[src/design/signed_unsigned_int_divider_macros.svh]
// ---------------------------------------------------------------------------
// signed_unsigned_int_divider_macros.svh
// Assertion macros for the divider; empty in synthesis builds.
// ---------------------------------------------------------------------------
`ifndef SIGNED_UNSIGNED_INT_DIVIDER_MACROS_SVH
`define SIGNED_UNSIGNED_INT_DIVIDER_MACROS_SVH

`ifndef SYNTHESIS

// Condition in this cycle implies a consequence in the same cycle
`define SUDIV_ASSERT_NOW(label, clk, rst, cond, cons) \
  label: assert property (@(posedge clk) disable iff (rst) (cond) |-> (cons)) \
    else $error("divider check failed");

// Condition in this cycle implies a consequence in the next cycle
`define SUDIV_ASSERT_NEXT(label, clk, rst, cond, cons) \
  label: assert property (@(posedge clk) disable iff (rst) (cond) |=> (cons)) \
    else $error("divider check failed");

`else

`define SUDIV_ASSERT_NOW(label, clk, rst, cond, cons)
`define SUDIV_ASSERT_NEXT(label, clk, rst, cond, cons)

`endif

`endif

[src/design/sudiv_pkg.sv]
// ---------------------------------------------------------------------------
// sudiv_pkg
// Shared types and constants of the pipelined integer divider.
// ---------------------------------------------------------------------------
package sudiv_pkg;

  // Operand and result width
  localparam int Width = 64;
  // Restoring steps, one per cell
  localparam int DivSteps = 64;
  // Operand width in word mode
  localparam int WordBits = 32;

  // State carried from cell to cell
  typedef struct packed {
    logic             vld;  // stage holds an item
    logic [Width-1:0] hi;   // partial remainder
    logic [Width-1:0] lo;   // dividend bits shifting out, quotient bits in
    logic [Width-1:0] dv;   // divisor magnitude
    logic             rem;  // return the remainder
    logic             inv;  // negate the chosen value
  } stage_t;

endpackage

[src/design/sudiv_cell.sv]
// ---------------------------------------------------------------------------
// sudiv_cell
// One restoring division step with a 65-bit trial subtract, registered.
// ---------------------------------------------------------------------------
module sudiv_cell (
  input  logic              clk,
  input  logic              rst,
  input  sudiv_pkg::stage_t prev,
  output sudiv_pkg::stage_t stg
);

  logic [sudiv_pkg::Width-1:0] t;
  logic [sudiv_pkg::Width:0]   diff;
  logic                        neg;
  sudiv_pkg::stage_t           stg_next;

  // Shift one dividend bit into the partial remainder and try the subtract
  always_comb begin
    t    = {prev.hi[sudiv_pkg::Width-2:0], prev.lo[sudiv_pkg::Width-1]};
    diff = {1'b0, t} - {1'b0, prev.dv};
    neg  = prev.hi[sudiv_pkg::Width-1] ^ diff[sudiv_pkg::Width];
  end

  // Keep or restore, and shift in the quotient bit
  always_comb begin
    stg_next = prev;
    if (neg) begin
      stg_next.hi = t;
      stg_next.lo = {prev.lo[sudiv_pkg::Width-2:0], 1'b0};
    end else begin
      stg_next.hi = diff[sudiv_pkg::Width-1:0];
      stg_next.lo = {prev.lo[sudiv_pkg::Width-2:0], 1'b1};
    end
  end

  // Stage register; only the valid bit is reset
  always_ff @(posedge clk) begin
    if (rst) begin
      stg.vld <= 1'b0;
    end else begin
      stg.vld <= stg_next.vld;
    end
    stg.hi  <= stg_next.hi;
    stg.lo  <= stg_next.lo;
    stg.dv  <= stg_next.dv;
    stg.rem <= stg_next.rem;
    stg.inv <= stg_next.inv;
  end

endmodule

[config.mk]
export PLATFORM = sky130hd
export DESIGN_NAME = sudiv_cell
export DESIGN_NICKNAME = d
export VERILOG_FILES = /design/src/design/signed_unsigned_int_divider_macros.svh /design/src/design/sudiv_pkg.sv /design/src/design/sudiv_cell.sv
export SDC_FILE = /design/constraint.sdc
export NUM_CORES = 1
export LEC_CHECK = 0
export ABC_AREA = 0
export CAP_MARGIN = 5
export CELL_PAD_IN_SITES_DETAIL_PLACEMENT = 1
export CELL_PAD_IN_SITES_GLOBAL_PLACEMENT = 2
export CORE_MARGIN = 2
export CORE_UTILIZATION = 39
export DETAILED_ROUTE_END_ITERATION = 16
export DONT_BUFFER_PORTS = 1
export PLACE_DENSITY = 0.85
export SLEW_MARGIN = 20
export SYNTH_ARGS = -nofsm -noshare
export SYNTH_HDL_FRONTEND = slang
export SYNTH_SLANG_ARGS = --single-unit
[constraint.sdc]
create_clock -name clk -period 7.3 [get_ports clk]
set_clock_uncertainty 0.05 [all_clocks]
set_input_delay 1.46 -clock clk [delete_from_list [all_inputs] [get_ports clk]]
set_output_delay 1.46 -clock clk [all_outputs]
set_load 0.02 [all_outputs]
## Yosys cells after proc, flatten, opt, wreduce, memory -nomap -nowiden

Index checks and enable logic that the tools add are counted.

- Add/sub/neg operators: 1
- Mux-type cells: 1
- Bitwise logic cells: 1

Operators with widths:

| kind | number |
|---|---|
| $mux 128 | 1 |
| $sub 64x64->65 | 1 |
| $xor 1x1->1 | 1 |

- Register bits: 195
- Output and inout port bits: 195
- Word-level logic and storage cells: 9

## Depth between registers and ports, before layout

- Depth after elaboration: 3
- Mapped depth: 14
- Mapped depth without buffers: 13

## Least setup slack after synthesis

No wires, ideal clock.

- Path kind: input-to-reg
- From: in prev[28] (netlist bit)
- To: reg stg[189] (netlist bit)
- Arrival time: 4,230 ps
- Required time: 7,127 ps
- Slack: 2,896 ps
- Stages: 10
- Buffers on the path: 0
- Cell sequence: inv_1 ha_1 a21o_1 or4b_1 or4b_4 a311o_1 a211oi_2 o21ai_1 mux2i_1 mux2_1

RTL lines:

| item | line | text |
|---|---|---|
| start, declared | sudiv_cell.sv:8 | `input sudiv_pkg::stage_t prev,` |
| end, declared | sudiv_cell.sv:9 | `output sudiv_pkg::stage_t stg` |

==> results.py <==
metrics = {
    "place": {
        "io_buffers": 0,
        "place_ws_ps": 2170,
        "dp_cells": 1192,
        "dpl-instance-area_um2": 9190,
        "gp_congestion": 0.787,
        "dpl.hpwl_mm": 20.8,
    },
    "pwr": {
        "netSwitchingPower_mw": 1.01,
        "vdd_drop_max_mv": 0.116,
        "p_per_area_nw_per_um2": 296,
        "p_leak_nw": 4.37,
        "p_seq_share_pct": 48.7,
        "pwr-share-comb_pct": 17.7,
        "power.internal_mw": 1.89,
        "p_sw_share_pct": 34.8,
        "clkPwrFrac_pct": 33.6,
        "total_power_mw": 2.90,
    },
    "floorplanning": {
        "rows": 55,
        "die_h_um": 155,
        "die_w_um": 155,
        "start_util_pct": 39.6,
        "core_area_um2": 22600,
        "dieArea_um2": 24200,
        "pin_count": 392,
    },
    "clock_network": {
        "cts_resized": 0,
        "ctsHoldBuffers": 0,
        "htreeDepth": 4,
        "cts_sinks": 195,
        "clockBufferDepth": 2,
        "tritoncts": "built",
        "path_clk_slew_ps": 90,
        "cts-root-buf": "clkbuf_16",
        "postCtsSetupBuffers": 0,
        "cts_inserted_buffers": 17,
    },
    "sta": {
        "min_period_over_period_pct": 63.9,
        "fin_crit_ps": 4670,
        "finalMaxSlewViolations": 0,
        "rsz0062_at_grt": "false",
        "hold_viol": 0,
        "whs_ps": 991,
        "max_clock_freq_mhz": 214,
        "tns_ps": 0,
        "setup_viol": 0,
        "worst_pin_slew_ps": 878,
        "relSlewSlack_pct": 40.8,
        "finalWorstSetupSlack_ps": 2630,
    },
    "min_path": {
        "hold_end": "stg[57]",
        "hp-start": "prev[57]",
        "holdPathStages": 0,
        "hold_class": "in2reg",
    },
    "logic_synthesis": {
        "synth_area_um2": 8950,
        "synth-compound-area-share_pct": 17.2,
        "synth_edf_count": 0,
        "synthMuxAreaShare_pct": 7.89,
        "synth-simple-area-share_pct": 11.3,
        "synth_nets": 1200,
        "yosysTopAreaCellShare_pct": 43.6,
        "ys_ff_latch": 195,
        "ys_types": 71,
        "yosys_warnings": 0,
        "synth_top_family_by_area": "compound AO/OA/AOI/OAI gates",
        "synth_area_leader_cell": "dfxtp_1",
        "netlist_top_cells_area": "dfxtp_1, ha_1, mux2_1",
        "async_flop_share_pct": 0,
        "synth_ff_type": "dfxtp_1",
        "yosysMostFrequentCell": "dfxtp_1",
        "ys_seq_area_share_pct": 43.6,
        "synth_cells": 938,
        "synthTopCellsByCount": "dfxtp_1, inv_1, a21oi_1",
        "synthXorXnorAreaFrac_pct": 5.58,
        "synth-adder-area-share_pct": 9.17,
        "synth_area_per_cell_um2": 9.54,
    },
    "layout": {
        "largest_reg_flops": 195,
        "fin_nets": 1188,
        "top_register": "stg",
        "design_area_um2": 9820,
        "layoutNonFillerInstCount": 1224,
        "drive_gt1_share_pct": 5.75,
        "top_regs": "stg (195)",
        "nFillCells": 2545,
        "syn_to_final_growth_pct": 9.70,
        "utilization_pct": 43.5,
        "n_antenna_cell": 0,
    },
    "global_route": {
        "antenna_found_initial": 0,
        "grt_pass1_vias": 6931,
        "overflow": 0,
        "grtUsageTotal_pct": 20.6,
        "grt_max_degree": 38,
        "grt_pass1_wl_mm": 38.9,
    },
    "drt": {
        "vias": 6723,
        "drc": 0,
        "wire_per_inst_um": 21.1,
        "firstDrtPassIters": 4,
        "drt-total-wl_mm": 25.8,
        "vias_per_cell": 5.49,
        "drt_iter0_drc": 307,
        "antenna_left": 0,
    },
    "outcome": {
        "status": "finished, final reports clean",
    },
    "setup_path": {
        "cp-end-kind": "register",
        "worstPathRequired_ps": 7570,
        "critPathKind": "in2reg",
        "crit_fanout": 37,
        "cp-start-kind": "input port",
        "cp.arrival_ps": 4940,
    },
    "run": {
        "cap_violations": 0,
    },
}
[power groups by stage]
stage	Combinational [mW]	Sequential (mW)	Clock [mW]
global route	0.575	1.43	1.05
floorplan	0.403	1.41	0
finish	0.514	1.41	0.974
global placement	0.504	1.44	0
detailed placement	0.512	1.44	0
CTS	0.519	1.42	1.00
[kinds of logic after synthesis]
family                     count (synthesis)
buffers and inverters                    121
xor gates and xnor gates                  57
DFF                                      195
and+or+nand+nor                          201
AOI/OAI and AO/OA                        236
adders and majority gates                 65
muxes                                     63
[cells in the final DEF, fill, tap and decap left out, drive strengths merged, types with 22 or more instances in the layout]
cell and n:
nand4 22, inv 98, nor2 42, xnor2 34, ha 64, a21o 32, nand2 62, xor2 23
dfxtp 195, a21oi 79, mux2 57, o21ai 36
[how the worst max path moves through the flow]
stage | startpoint | endpoint | slack [ps]
2_1_floorplan | prev[28] | stg[189] | 2900
3_3_place_gp | prev[29] | stg[177] | 2320
3_5_place_dp | prev[29] | stg[181] | 2170
4_1_cts | prev[29] | stg[177] | 2610
5_1_grt | prev[29] | stg[172] | 2340
6_report | prev[29] | stg[177] | 2630
[layout make-up]
| class | count | area, um^2 | area share (%) |
|---|---|---|---|
| multi-input combinational | 622 | 4590 | 46.7 |
| sequential | 195 | 3900 | 39.8 |
| clock buffer | 17 | 425 | 4.33 |
| tap | 285 | 357 | 3.63 |
| inverter | 88 | 330 | 3.36 |
| clock inverter | 15 | 199 | 2.03 |
| timing repair buffer | 2 | 15.0 | 0.153 |
[critical path, stage by stage]
cell and delay [ps]:
inv_1 20, ha_1 480, nand4_1 230, nor4b_2 510, nand4_1 150, o22a_1 240, a21oi_1 210, o21ai_1 120
and2_1 230, o211a_2 340, inv_2 70, buf_4 440, mux2_2 390
[routing by layer]
metal / up-vias / share of wire, % / wire (um) / GRT usage (%)
met2: 218 / 49 / 12600 / 35.2
li1: 3257 / - / - / -
met5: - / 0 / 0 / 0
met4: 0 / 1.0 / 259 / 4.63
met3: 14 / 6.2 / 1610 / 5.82
met1: 3234 / 44 / 11400 / 26.0
Note: power is estimated with default switching activity, not from simulation.
