--- config.mk ---
export PLATFORM = sky130hd
export DESIGN_NAME = sudiv_post
export DESIGN_NICKNAME = d
export VERILOG_FILES = /design/src/design/signed_unsigned_int_divider_macros.svh /design/src/design/sudiv_pkg.sv /design/src/design/sudiv_post.sv
export SDC_FILE = /design/constraint.sdc
export NUM_CORES = 1
export LEC_CHECK = 0
export BUFFER_PORTS_ARGS = -buffer_cell sky130_fd_sc_hd__buf_2
export CORE_ASPECT_RATIO = 0.7
export CORE_MARGIN = 4
export CORE_UTILIZATION = 48
export DETAILED_ROUTE_END_ITERATION = 8
export GPL_TIMING_DRIVEN = 0
export PLACE_DENSITY = 0.87
export SYNTH_ARGS = -nofsm -noshare
export SYNTH_HDL_FRONTEND = slang
export SYNTH_SLANG_ARGS = --single-unit
--- constraint.sdc ---
create_clock -name clk -period 7.6 [get_ports clk]
set_clock_uncertainty 0.15 [all_clocks]
set_input_delay 1.52 -clock clk [delete_from_list [all_inputs] [get_ports clk]]
set_output_delay 1.52 -clock clk [all_outputs]
set_load 0.1 [all_outputs]
--- src/design/signed_unsigned_int_divider_macros.svh ---
// ---------------------------------------------------------------------------
// signed_unsigned_int_divider_macros.svh
// Assertion macros for the divider; empty in synthesis builds.
// ---------------------------------------------------------------------------
`ifndef SIGNED_UNSIGNED_INT_DIVIDER_MACROS_SVH
`define SIGNED_UNSIGNED_INT_DIVIDER_MACROS_SVH

`ifndef SYNTHESIS

// Condition in this cycle implies a consequence in the same cycle
`define SUDIV_ASSERT_NOW(label, clk, rst, cond, cons) \
  label: assert property (@(posedge clk) disable iff (rst) (cond) |-> (cons)) \
    else $error("divider check failed");

// Condition in this cycle implies a consequence in the next cycle
`define SUDIV_ASSERT_NEXT(label, clk, rst, cond, cons) \
  label: assert property (@(posedge clk) disable iff (rst) (cond) |=> (cons)) \
    else $error("divider check failed");

`else

`define SUDIV_ASSERT_NOW(label, clk, rst, cond, cons)
`define SUDIV_ASSERT_NEXT(label, clk, rst, cond, cons)

`endif

`endif

--- src/design/sudiv_pkg.sv ---
// ---------------------------------------------------------------------------
// sudiv_pkg
// Shared types and constants of the pipelined integer divider.
// ---------------------------------------------------------------------------
package sudiv_pkg;

  // Operand and result width
  localparam int Width = 64;
  // Restoring steps, one per cell
  localparam int DivSteps = 64;
  // Operand width in word mode
  localparam int WordBits = 32;

  // State carried from cell to cell
  typedef struct packed {
    logic             vld;  // stage holds an item
    logic [Width-1:0] hi;   // partial remainder
    logic [Width-1:0] lo;   // dividend bits shifting out, quotient bits in
    logic [Width-1:0] dv;   // divisor magnitude
    logic             rem;  // return the remainder
    logic             inv;  // negate the chosen value
  } stage_t;

endpackage

--- src/design/sudiv_post.sv ---
// ---------------------------------------------------------------------------
// sudiv_post
// Result selection and sign correction into the output register.
// ---------------------------------------------------------------------------
module sudiv_post (
  input  logic                        clk,
  input  logic                        rst,
  input  sudiv_pkg::stage_t           last,
  output logic                        valid,
  output logic [sudiv_pkg::Width-1:0] result
);

  logic [sudiv_pkg::Width-1:0] pick;
  logic [sudiv_pkg::Width-1:0] result_next;

  // Quotient or remainder, negated modulo 2^64 when the sign rule says so
  always_comb begin
    pick        = last.rem ? last.hi : last.lo;
    result_next = last.inv ? (~pick + 1'b1) : pick;
  end

  always_ff @(posedge clk) begin
    if (rst) begin
      valid <= 1'b0;
    end else begin
      valid <= last.vld;
    end
  end

  always_ff @(posedge clk) begin
    result <= result_next;
  end

endmodule

; Word level (Yosys, flattened, before mapping)
; Index checks and enable logic that the tools add are counted.
[word_totals]
regBits = 65
in_bits = 197
[classes]
add_sub_neg = 1
muxes = 2
n_bitwise = 1
[ops]
columns = op, n
row1 = $mux 64, 2
row2 = $add 64x1->64 const B, 1
row3 = $not 64->64, 1

; Longest topological paths before layout
[depth]
word_depth = 4
depth_mapped = 15
mapped_depth_nobuf = 8

; Worst setup path after synthesis
; OpenSTA, ideal clock, no wires.
[synth_path]
path_type = input -> register
startpoint = input port last[1] (netlist name)
endpoint = register result[56] (netlist name)
setup_time_ns = 0.072
arrival_time_ns = 4.674
required_time_ns = 7.378
setup_slack_ns = 2.704
path_stages = 15
path_buffers = 7
path_cell_list = buf_6 -> buf_6 -> buf_2 -> buf_2 -> buf_2 -> buf_2 -> buf_2 -> mux2i_1 -> ha_1 -> nor3b_1 -> nand3_1 -> a22oi_4 -> o2111ai_2 -> o41ai_2 -> xor2_1
[synth_between]
elab_chain_cells = 4
[synth_rtl]
columns = element, line_no
row1 = from (decl), sudiv_post.sv:8  ; input sudiv_pkg::stage_t last,
row2 = $mux 64 (*), sudiv_post.sv:18  ; pick = last.rem ? last.hi : last.lo;
row3 = $not 64->64, sudiv_post.sv:19  ; result_next = last.inv ? (~pick + 1'b1) : pick;
row4 = $add 64x1->64, sudiv_post.sv:19
row5 = $mux 64 (*), sudiv_post.sv:19
row6 = net result_next (one bit), sudiv_post.sv:14  ; logic [sudiv_pkg::Width-1:0] result_next;
row7 = to (signal assigned), sudiv_post.sv:31  ; result <= result_next;
row8 = to (decl), sudiv_post.sv:10  ; output logic [sudiv_pkg::Width-1:0] result
; Mark *: on every way through the listed nets, which the timed path passes. The rest lies on a longest branch.
; A chain may end at the register's enable or synchronous reset.

; Worst setup path after layout
; Same ends and word-level chain as after synthesis.

==> summary.md <==
| Metric | Value |
|---|---|
| Run status | `finished clean` |
| Longest individual stage delay on the worst path | `0.57 ns` |
| Hold WC Path Type | `in2reg` |
| Avg Inst Size Synth | `8.623 µm²` |
| Yosys top cell by area | `dfxtp_1` |
| Critical path destination | `result[56]` |
| Post-detailed-routing wire length | `18340 µm` |
| Top cells by area, synth | `dfxtp_1 29%, mux2i_1 14%, xor2_1 10%, nor3_1 4.5%, nor3b_1 4.0%` |
| Fraction of registers with async set/reset | `0%` |
| Unrepaired setup endpoints after global routing | `false` |
| First-pass GRT wire length | `27350 µm` |
| Dpl hpwl | `14060 µm` |
| Number of hold buffers added after cts | `0` |
| Cell family with the largest share of critical-path delay | `buffers and inverters` |
| Core footprint | `9071 µm²` |
| Remaining max-slew budget at the tightest pin | `51.86%` |
| Clock slew at reported path FFs | `0.05 ns` |
| Transition time at the pin with the least slew margin | `0.7222 ns` |
| Starting density of the core | `49.34%` |
| # setup viols final | `0` |
| Die outline height | `88.79 µm` |
| Type of the setup path with the least slack | `in2reg` |
| Worst Setup End Kind | `register` |
| TNS Setup | `0 ns` |
| Via Count | `5286` |
| Remaining DRCs | `0` |
| Global-route usage over all layers | `32.90%` |
| Worst-case clock buffer depth | `2` |
| Total leakage power | `2.563 nW` |
| Cell row count | `29` |
| Synthesized net count | `717` |
| Origin of the worst setup path | `last[1]` |
| DR pass1 iterations | `6` |
| Gp weighted congestion | `0.9995` |
| Total congestion overflow after global routing | `0` |
| Number of H-tree levels | `3` |
| CTS tree | `done` |
| Crit path time final | `6.153 ns` |
| Cell depth of the worst setup path | `16` |
| Crit path buf inv count | `8` |
| Max Freq | `162.5 MHz` |
| Arrival time worst endpoint | `6.27 ns` |
| Flip-flop and latch count after synthesis | `65` |
| Die footprint | `10960 µm²` |
| Distinct cells, synth | `52` |
| Final critical-path share of the clock period | `80.96%` |
| Number of global-route vias before repair | `5207` |
| Worst path required time | `7.72 ns` |
| Most common flop cell mapped by yosys | `dfxtp_1` |
| Most common cell in the synthesized netlist | `dfxtp_1` |
| Area share of the leading cell type in the synthesized netlist | `29.07%` |
| Final layout net count | `924` |
| Power per unit of standard cell area | `234.2 nW/µm²` |
| Post-synth EDFFs | `0` |
| Setup slack after layout | `1.447 ns` |
| Clock root buffer | `clkbuf_16` |
| Max-cap check violation count | `0` |
| Synth cell count leaders | `65 x dfxtp_1, 61 x mux2i_1, 52 x xor2_1` |
| PostCTS Resize Cnt | `0` |
| Routed via count divided by cell count | `6.182` |
| Worst hold-check slack | `1.191 ns` |
| Pin count of the biggest net entering global routing | `11` |
| Clock Sinks | `65` |
| P_int | `0.7398 mW` |
| Ys Warns | `0` |
| Synthesized instance count | `519` |
| Cell repeated most along the worst path | `buf_2` |
| Worst-path maximum fanout | `10` |
| Post-route antenna net violation count | `0` |
| Clock buffers created by TritonCTS | `9` |
| IO buf count | `196` |
| Worst ir drop on vdd | `0.2070 mV` |
| Clk network pwr share | `28.1%` |
| Cell area after layout | `5887 µm²` |
| Net Switching | `0.6389 mW` |
| Violation count after the first detailed-route iteration | `751` |
| Routed wire per std cell | `21.45 µm` |
| Pre-CTS setup slack | `1.303 ns` |
| Post-CTS setup-driven buffer insertion count | `0` |
| Ports placed on the boundary | `262` |
| Fraction of final layout cells with drive strength greater than 1 | `34.34%` |
| Critical Path Slowest Stage Cell | `o41ai_2` |
| Sequential element share of the synthesized area | `29.07%` |
| Initial antenna violation count | `0` |
| Final hold violations | `0` |
| Die X-Extent | `123.4 µm` |
| Sequential share of power | `28.9%` |
| Relative contribution of combinational cells to total power | `42.9%` |
| Chain of cells forming the critical path | `buf_2 > buf_6 > buf_6 > buf_2 > buf_2 > buf_2 > buf_2 > buf_2 > mux2i_1 > ha_1 > nor3b_1 > nand3_1 > a22oi_4 > o2111ai_2 > o41ai_2 > xor2_1` |
| Area after DPL | `5612 µm²` |
| Fraction of power spent switching nets | `46.34%` |
| Fin. max-slew vios | `0` |
| Total standard cell area after synthesis | `4476 µm²` |
| Count of inserted antenna diode cells | `0` |
| Layout overhead on the synthesized area | `31.53%` |
| Critical Path Start Type | `input port` |
[worst min path at each step]
stage	start	to	slack (ns)	cells after the start
4_1_cts	rst	valid	1.19	2
2_1_floorplan	rst	valid	1.44	1
3_3_place_gp	rst	valid	1.53	2
5_1_grt	rst	valid	1.21	2
3_5_place_dp	rst	valid	1.54	2
6_report	rst	valid	1.19	2
[kinds of logic after synthesis]
family	synth area share, %
adders and majority gates	0.2795
buffers and inverters	3.746
xor gates and xnor gates	12.13
DFF	29.07
muxes	15.15
AOI/OAI and AO/OA	14.09
and+or+nand+nor	25.52
[power by group through the flow]
| stage | sequential (mW) | clock (mW) | combinational [mW] |
|---|---|---|---|
| floorplan | 0.739 | 0 | 0.114 |
| global placement | 0.404 | 0 | 0.582 |
| detailed placement | 0.405 | 0 | 0.585 |
| CTS | 0.399 | 0.393 | 0.587 |
| global route | 0.403 | 0.411 | 0.611 |
| finish | 0.399 | 0.388 | 0.592 |
[layout make-up]
class,count,area [µm²]
tap,124,155.1
fill,848,3184
timing repair buffer,196,980.9
clock buffer,13,260.3
buffer,26,141.4
sequential,65,1301
multi-input combinational,421,3007
inverter,7,26.28
clock inverter,3,15.01
[per-stage QoR]
stage	instances	power, mW	util (%)
6_report	855	1.379	64.90
2_1_floorplan	519	0.8529	-
3_5_place_dp	839	0.9903	61.86
4_1_cts	855	1.379	64.90
3_3_place_gp	839	0.9856	61.86
5_1_grt	855	1.425	64.90
[cell usage in the layout (no fill, tap or decap), types with 4 or more instances in the layout]
cell / n
buf_2: 210
dfxtp_1: 65
mux2i_1: 61
xor2_1: 52
nor3_1: 40
nor2_1: 33
nand2_1: 33
o21ai_0: 28
nor3b_1: 24
a21oi_1: 18
o31ai_1: 16
o22ai_1: 14
nor4_1: 14
xnor2_1: 10
clkbuf_16: 9
nor4b_1: 8
inv_1: 7
or4_1: 7
nand3_1: 7
clkbuf_1: 7
nor2b_1: 6
mux2_2: 6
nand2b_1: 5
nor4_2: 4
[flip-flops by register name (all words and copies together) (netlist names)]
signal / flops
result: 64
valid: 1
[metal layers]
metal	part of all wire [%]	GRT usage, %	up-vias	wire length, µm
li1	-	-	2336	-
met1	40	43.15	2438	7354
met2	43	50.39	434	7797
met3	14	10.10	78	2517
met4	3.6	13.77	0	665
met5	0	0	-	0
No activity file was read; power rests on OpenSTA's default activity.
