<file path="src/design/signed_unsigned_int_divider_macros.svh">
// ---------------------------------------------------------------------------
// signed_unsigned_int_divider_macros.svh
// Assertion macros for the divider; empty in synthesis builds.
// ---------------------------------------------------------------------------
`ifndef SIGNED_UNSIGNED_INT_DIVIDER_MACROS_SVH
`define SIGNED_UNSIGNED_INT_DIVIDER_MACROS_SVH

`ifndef SYNTHESIS

// Condition in this cycle implies a consequence in the same cycle
`define SUDIV_ASSERT_NOW(label, clk, rst, cond, cons) \
  label: assert property (@(posedge clk) disable iff (rst) (cond) |-> (cons)) \
    else $error("divider check failed");

// Condition in this cycle implies a consequence in the next cycle
`define SUDIV_ASSERT_NEXT(label, clk, rst, cond, cons) \
  label: assert property (@(posedge clk) disable iff (rst) (cond) |=> (cons)) \
    else $error("divider check failed");

`else

`define SUDIV_ASSERT_NOW(label, clk, rst, cond, cons)
`define SUDIV_ASSERT_NEXT(label, clk, rst, cond, cons)

`endif

`endif

</file>
<file path="src/design/sudiv_pkg.sv">
// ---------------------------------------------------------------------------
// sudiv_pkg
// Shared types and constants of the pipelined integer divider.
// ---------------------------------------------------------------------------
package sudiv_pkg;

  // Operand and result width
  localparam int Width = 64;
  // Restoring steps, one per cell
  localparam int DivSteps = 64;
  // Operand width in word mode
  localparam int WordBits = 32;

  // State carried from cell to cell
  typedef struct packed {
    logic             vld;  // stage holds an item
    logic [Width-1:0] hi;   // partial remainder
    logic [Width-1:0] lo;   // dividend bits shifting out, quotient bits in
    logic [Width-1:0] dv;   // divisor magnitude
    logic             rem;  // return the remainder
    logic             inv;  // negate the chosen value
  } stage_t;

endpackage

</file>
<file path="src/design/sudiv_prep.sv">
// ---------------------------------------------------------------------------
// sudiv_prep
// Operand conditioning: masking, magnitudes and the sign rule.
// ---------------------------------------------------------------------------
module sudiv_prep #(
  parameter int DATA_WIDTH = 64
) (
  input  logic                              clk,
  input  logic                              rst,
  input  logic                              take,
  input  logic [sudiv_pkg::Width-1:0]       dividend,
  input  logic [sudiv_pkg::Width-1:0]       divisor,
  input  logic                              is_unsigned,
  input  logic                              word_mode,
  input  logic                              want_remainder,
  output sudiv_pkg::stage_t                 stg
);

  localparam logic [sudiv_pkg::Width-1:0] FullMask =
    {sudiv_pkg::Width{1'b1}} >> (sudiv_pkg::Width - DATA_WIDTH);
  localparam logic [sudiv_pkg::Width-1:0] WordMask =
    {sudiv_pkg::Width{1'b1}} >> (sudiv_pkg::Width - sudiv_pkg::WordBits);

  logic [sudiv_pkg::Width-1:0] mask;
  logic [sudiv_pkg::Width-1:0] a_m, b_m;
  logic [sudiv_pkg::Width-1:0] a_mag, b_mag;
  logic                        sa, sb;
  sudiv_pkg::stage_t           stg_next;

  // Sign bits sit at bit 31 in word mode, at the top of the full width otherwise
  always_comb begin
    mask = word_mode ? WordMask : FullMask;
    a_m  = dividend & mask;
    b_m  = divisor & mask;
    sa   = word_mode ? dividend[sudiv_pkg::WordBits-1] : dividend[DATA_WIDTH-1];
    sb   = word_mode ? divisor[sudiv_pkg::WordBits-1] : divisor[DATA_WIDTH-1];
  end

  // Magnitudes; the most negative value maps onto itself
  always_comb begin
    a_mag = (!is_unsigned && sa) ? ((~a_m + 1'b1) & mask) : a_m;
    b_mag = (!is_unsigned && sb) ? ((~b_m + 1'b1) & mask) : b_m;
  end

  // Entry into the cell row
  always_comb begin
    stg_next.vld = take;
    stg_next.hi  = '0;
    stg_next.lo  = a_mag;
    stg_next.dv  = b_mag;
    stg_next.rem = want_remainder;
    stg_next.inv = !is_unsigned && (want_remainder ? sa : (sa ^ sb));
  end

  // Stage register; only the valid bit is reset
  always_ff @(posedge clk) begin
    if (rst) begin
      stg.vld <= 1'b0;
    end else begin
      stg.vld <= stg_next.vld;
    end
    stg.hi  <= stg_next.hi;
    stg.lo  <= stg_next.lo;
    stg.dv  <= stg_next.dv;
    stg.rem <= stg_next.rem;
    stg.inv <= stg_next.inv;
  end

endmodule

</file>
<file path="config.mk">
export PLATFORM = sky130hd
export DESIGN_NAME = sudiv_prep
export DESIGN_NICKNAME = d
export VERILOG_FILES = /design/src/design/signed_unsigned_int_divider_macros.svh /design/src/design/sudiv_pkg.sv /design/src/design/sudiv_prep.sv
export SDC_FILE = /design/constraint.sdc
export NUM_CORES = 1
export LEC_CHECK = 0
export BUFFER_PORTS_ARGS = -buffer_cell sky130_fd_sc_hd__clkbuf_2
export CORE_MARGIN = 4
export CORE_UTILIZATION = 30
export CTS_BUF_LIST = sky130_fd_sc_hd__clkbuf_8
export DETAILED_ROUTE_END_ITERATION = 16
export HOLD_SLACK_MARGIN = 0.15
export PLACE_DENSITY = 0.54
export SYNTH_ARGS = -nofsm -noshare
export SYNTH_HDL_FRONTEND = slang
export SYNTH_SLANG_ARGS = --single-unit
</file>
<file path="constraint.sdc">
create_clock -name clk -period 2.2 [get_ports clk]
set_input_delay 0.44 -clock clk [delete_from_list [all_inputs] [get_ports clk]]
set_output_delay 0.44 -clock clk [all_outputs]
set_load 0.05 [all_outputs]
</file>
Yosys cells after proc, flatten, opt, wreduce, memory -nomap -nowiden
Cells that the tools add are included.

word-level totals
  bits in registers = 131

operators by class
  add/sub/neg operators = 2
  multiplexer cells = 6
  bitwise logic cells = 7
  reduce and logical (&&, ||, !) cells = 4

operators with widths
  cell                   count
  $and 64x64->64         4
  $mux 64                3
  $add 64x1->64 const B  2
  $not 64->64            2
  $logic_and 1x1->1      3
  $mux 1                 3
  $logic_not 1->1        1
  $xor 1x1->1            1

Longest topological paths before layout
  word-level depth = 6
  mapped depth = 8
  depth with buffers taken out = 8

Worst setup path before layout
OpenSTA, ideal clock, no wires.

  path kind = input to register
  start = input dividend[1] (netlist name)
  end = register stg[122] (netlist name)
  library setup time = 0.129 ns
  data arrival time = 1.888 ns
  data required time = 2.071 ns
  path slack = 0.183 ns
  cell stages on the path = 8
  path buffers = 0
  cells stage by stage = inv_1 ha_1 nor4b_2 nand4_2 nor4_4 a41o_1 and3b_1 nor3_2

on the way
  word-level cells in the longest chain between the ends = 5

ends and longest elaborated chain
  item                 line              source
  from (decl)          sudiv_prep.sv:11  input logic [sudiv_pkg::Width-1:0] dividend,
  $and 64x64->64       sudiv_prep.sv:33  a_m = dividend & mask;
  $not 64->64          sudiv_prep.sv:41  a_mag = (!is_unsigned && sa) ? ((~a_m + 1'b1) & mask) : a_m;
  $add 64x1->64        sudiv_prep.sv:41
  $and 64x64->64       sudiv_prep.sv:41
  $mux 64              sudiv_prep.sv:41
  via a_mag (one bit)  sudiv_prep.sv:26  logic [sudiv_pkg::Width-1:0] a_mag, b_mag;
  to (decl)            sudiv_prep.sv:16  output sudiv_pkg::stage_t stg

The timed path passes the listed nets, and every way through them passes these cells.
A chain may end at the register's enable or synchronous reset.

Final worst setup path
  start = input dividend[0] (netlist name)
  end = register stg[122] (netlist name)

Same word-level chain as after synthesis.

==> flow_metrics.env <==
export IMPL_power_w=0.00696
export IMPL_die_width_um=159
export IMPL_grt_pass1_vias=6621
export IMPL_grtUsageTotal=0.171
export IMPL_p_comb_frac=0.312
export IMPL_worst_setup_path_end_kind="flop"
export IMPL_critPathRequiredTime_ps=2530
export IMPL_tightestPinTransition_ps=512
export IMPL_grt_pass1_wl_um=34300
export IMPL_core_um2=22100
export IMPL_power_switching_w=0.00273
export IMPL_ioPinCount=329
export IMPL_worstSetupPathType="in -> reg"
export IMPL_ys_ff_latch=131
export IMPL_first_iter_violations=415
export IMPL_outcome="completed"
export IMPL_startpoint="dividend[0]"
export IMPL_cts_tree="built"
export IMPL_internal_power_w=0.00423
export IMPL_fin_ws_ps=359
export IMPL_min_from="dividend[14]"
export IMPL_fmax_mhz=543
export IMPL_switching_share=0.392
export IMPL_antenna_found_initial=0
export IMPL_p_leak_nw=4.20
export IMPL_h_tree_depth=4
export IMPL_synth_edf_count=0
export IMPL_fin_nets=1251
export IMPL_cts_buffers=17
export IMPL_grt_ovfl_total=0
export IMPL_slew_headroom=0.656
export IMPL_root_buffer="clkbuf_8"
export IMPL_cts_resized=0
export IMPL_largest_reg_flops=131
export IMPL_syn_to_final_growth_pct=34.7
export IMPL_n_antenna_cell=0
export IMPL_period_needed_ps=1840
export IMPL_synth_cell_area_um2=6810
export IMPL_crit_fanout=4
export IMPL_postLayoutCoreUtil=0.415
export IMPL_setup_viol=0
export IMPL_rsz0062_at_grt="false"
export IMPL_avgSynthCellArea_um2=8.68
export IMPL_p_seq_frac=0.384
export IMPL_pwr_share_clk=0.305
export IMPL_vias_per_cell=4.78
export IMPL_remaining_drc_errors=0
export IMPL_portBuffers=264
export IMPL_drive_gt1_frac=0.352
export IMPL_ir_worst_vdd_uv=321
export IMPL_startpoint_type="primary input"
export IMPL_dpl_cell_count=1373
export IMPL_core_rowCount=54
export IMPL_syn_inst=785
export IMPL_hold_class="in -> reg"
export IMPL_placed_area_um2=8740
export IMPL_pre_cts_slack_ps=-115
export IMPL_first_pass_iters=5
export IMPL_worstPathArrival_ps=2170
export IMPL_async_reset_ff_frac=0
export IMPL_yosysUniqueCellTypes=57
export IMPL_cap_viol_max_count=0
export IMPL_routed_wl_um=22200
export IMPL_ant_nets=0
export IMPL_ys_seq_area_frac=0.385
export IMPL_period_share=0.837
export IMPL_start_util=0.308
export IMPL_final_cells=1408
export IMPL_powerDensity_nw_per_um2=759
export IMPL_wl_per_cell_um=15.7
export IMPL_yosys_most_used_dff="dfxtp_1"
export IMPL_clockBufferDepth=2
export IMPL_clk_pin_slew_ps=80
export IMPL_hold_viol=0
export IMPL_top_register="stg"
export IMPL_die_area_um2=25200
export IMPL_synth_warnings=0
export IMPL_die_h_um=159
export IMPL_cts_sinks=131
export IMPL_grt_max_degree=50
export IMPL_hpwl_um=17700
export IMPL_finish_instance_area_um2=9180
export IMPL_finalMaxSlewViolations=0
export IMPL_gp_congestion=0.874
export IMPL_top_regs="stg x131"
export IMPL_vias=6737
[cells by family (layout without fill, tap and decap cells)]
group | after synthesis | count (layout) | share of synthesized area
AND/OR/NAND/NOR | 287 | 287 | 0.238
AO/OA/AOI/OAI | 146 | 146 | 0.132
flip-flops | 131 | 131 | 0.385
XOR/XNOR | 114 | 114 | 0.147
buffers and inverters | 104 | 384 | 0.0946
adder cells (fa/ha/maj) | 2 | 2 | 0.00367
other | 1 | 64 | 0.000551
[cell usage after synthesis, drive strengths merged (3+ instances only)]
cell type	number	area share
buf	75	0.079
xor2	30	0.039
dfxtp	131	0.39
o31ai	9	0.0099
a21oi	60	0.045
nand4	7	0.0083
nand2b	5	0.0046
nor4	48	0.060
xnor2	84	0.11
nor2	107	0.059
and3	4	0.0037
inv	13	0.0072
a31oi	26	0.024
or4	3	0.0039
o21ai	22	0.016
clkbuf	16	0.0088
a21o	3	0.0033
and2	5	0.0046
and3b	4	0.0051
a41oi	5	0.0075
o41ai	5	0.0064
nand3	11	0.010
or3	9	0.0083
nand2	29	0.016
nor3	45	0.043
[metal layers]
layer	track usage	wire (um)	up-vias
li1	-	-	3304
met1	0.226	9740	3103
met2	0.275	10300	305
met3	0.0397	1780	25
met4	0.0581	344	0
met5	0	0	-
[stage by stage]
| step | hold slack (ps) | setup TNS [ps] |
|---|---|---|
| after floorplan | 468 | 0 |
| after global placement | 590 | -188 |
| after detailed placement | 585 | -344 |
| after CTS | 157 | 0 |
| after global routing | 168 | 0 |
| final | 197 | 0 |
[power by group through the flow]
stage               Clock (W)  Sequential, W  Combinational (W)
floorplan                   0        0.00355           0.000790
global placement            0        0.00273            0.00217
detailed placement          0        0.00273            0.00217
CTS                   0.00221        0.00267            0.00218
global route          0.00231        0.00269            0.00230
finish                0.00212        0.00267            0.00217
[cell usage in the layout, fill, tap and decap left out, types with 4 or more instances in the layout]
cell type,Yosys,layout
xnor2_1,84,84
and3b_1,4,4
clkbuf_8,0,20
buf_12,0,6
inv_1,13,14
conb_1,1,64
nor4_1,38,38
nor3_2,4,4
a31oi_1,26,26
a21oi_1,59,59
a41oi_1,4,4
buf_4,64,66
nand2_1,29,29
nand2b_1,5,5
nor2_1,107,107
nor4_4,5,5
nand3_1,8,8
and3_1,4,4
nor3_4,4,4
dfxtp_1,131,131
clkbuf_2,0,263
or3_1,9,9
nor3_1,37,37
nand4_1,5,5
o21ai_0,22,22
o41ai_1,5,5
nor4_2,5,5
xor2_1,30,30
o31ai_1,9,9
and2_1,5,5
[critical path: stages]
cell,delay [ps]
clkbuf_2,100
inv_1,60
ha_1,160
nor4b_2,190
buf_4,150
nand4_2,200
nor4_4,410
a41o_1,240
and3b_1,180
nor3_2,40
[timing repair]
item                      4_1_cts  5_1_grt
hold endpoints to repair        3        0
hold buffers                    3        0
buffers inserted                0        0
[layout make-up]
class / instances / area, um^2
Fill cell: 2333 / 12900
Multi-Input combinational cell: 613 / 3780
Sequential cell: 131 / 2620
Timing Repair Buffer: 339 / 1970
Tap cell: 280 / 350
Clock buffer: 20 / 275
Clock inverter: 12 / 131
Inverter: 13 / 48.8
[path summary, 6_finish.rpt]
kind | endpoint | depth (start not counted)
setup / recovery | stg[122]$_DFF_P_ | 10
hold / removal | stg[80]$_DFF_P_ | 2
Power figures use the tool's default switching activity.
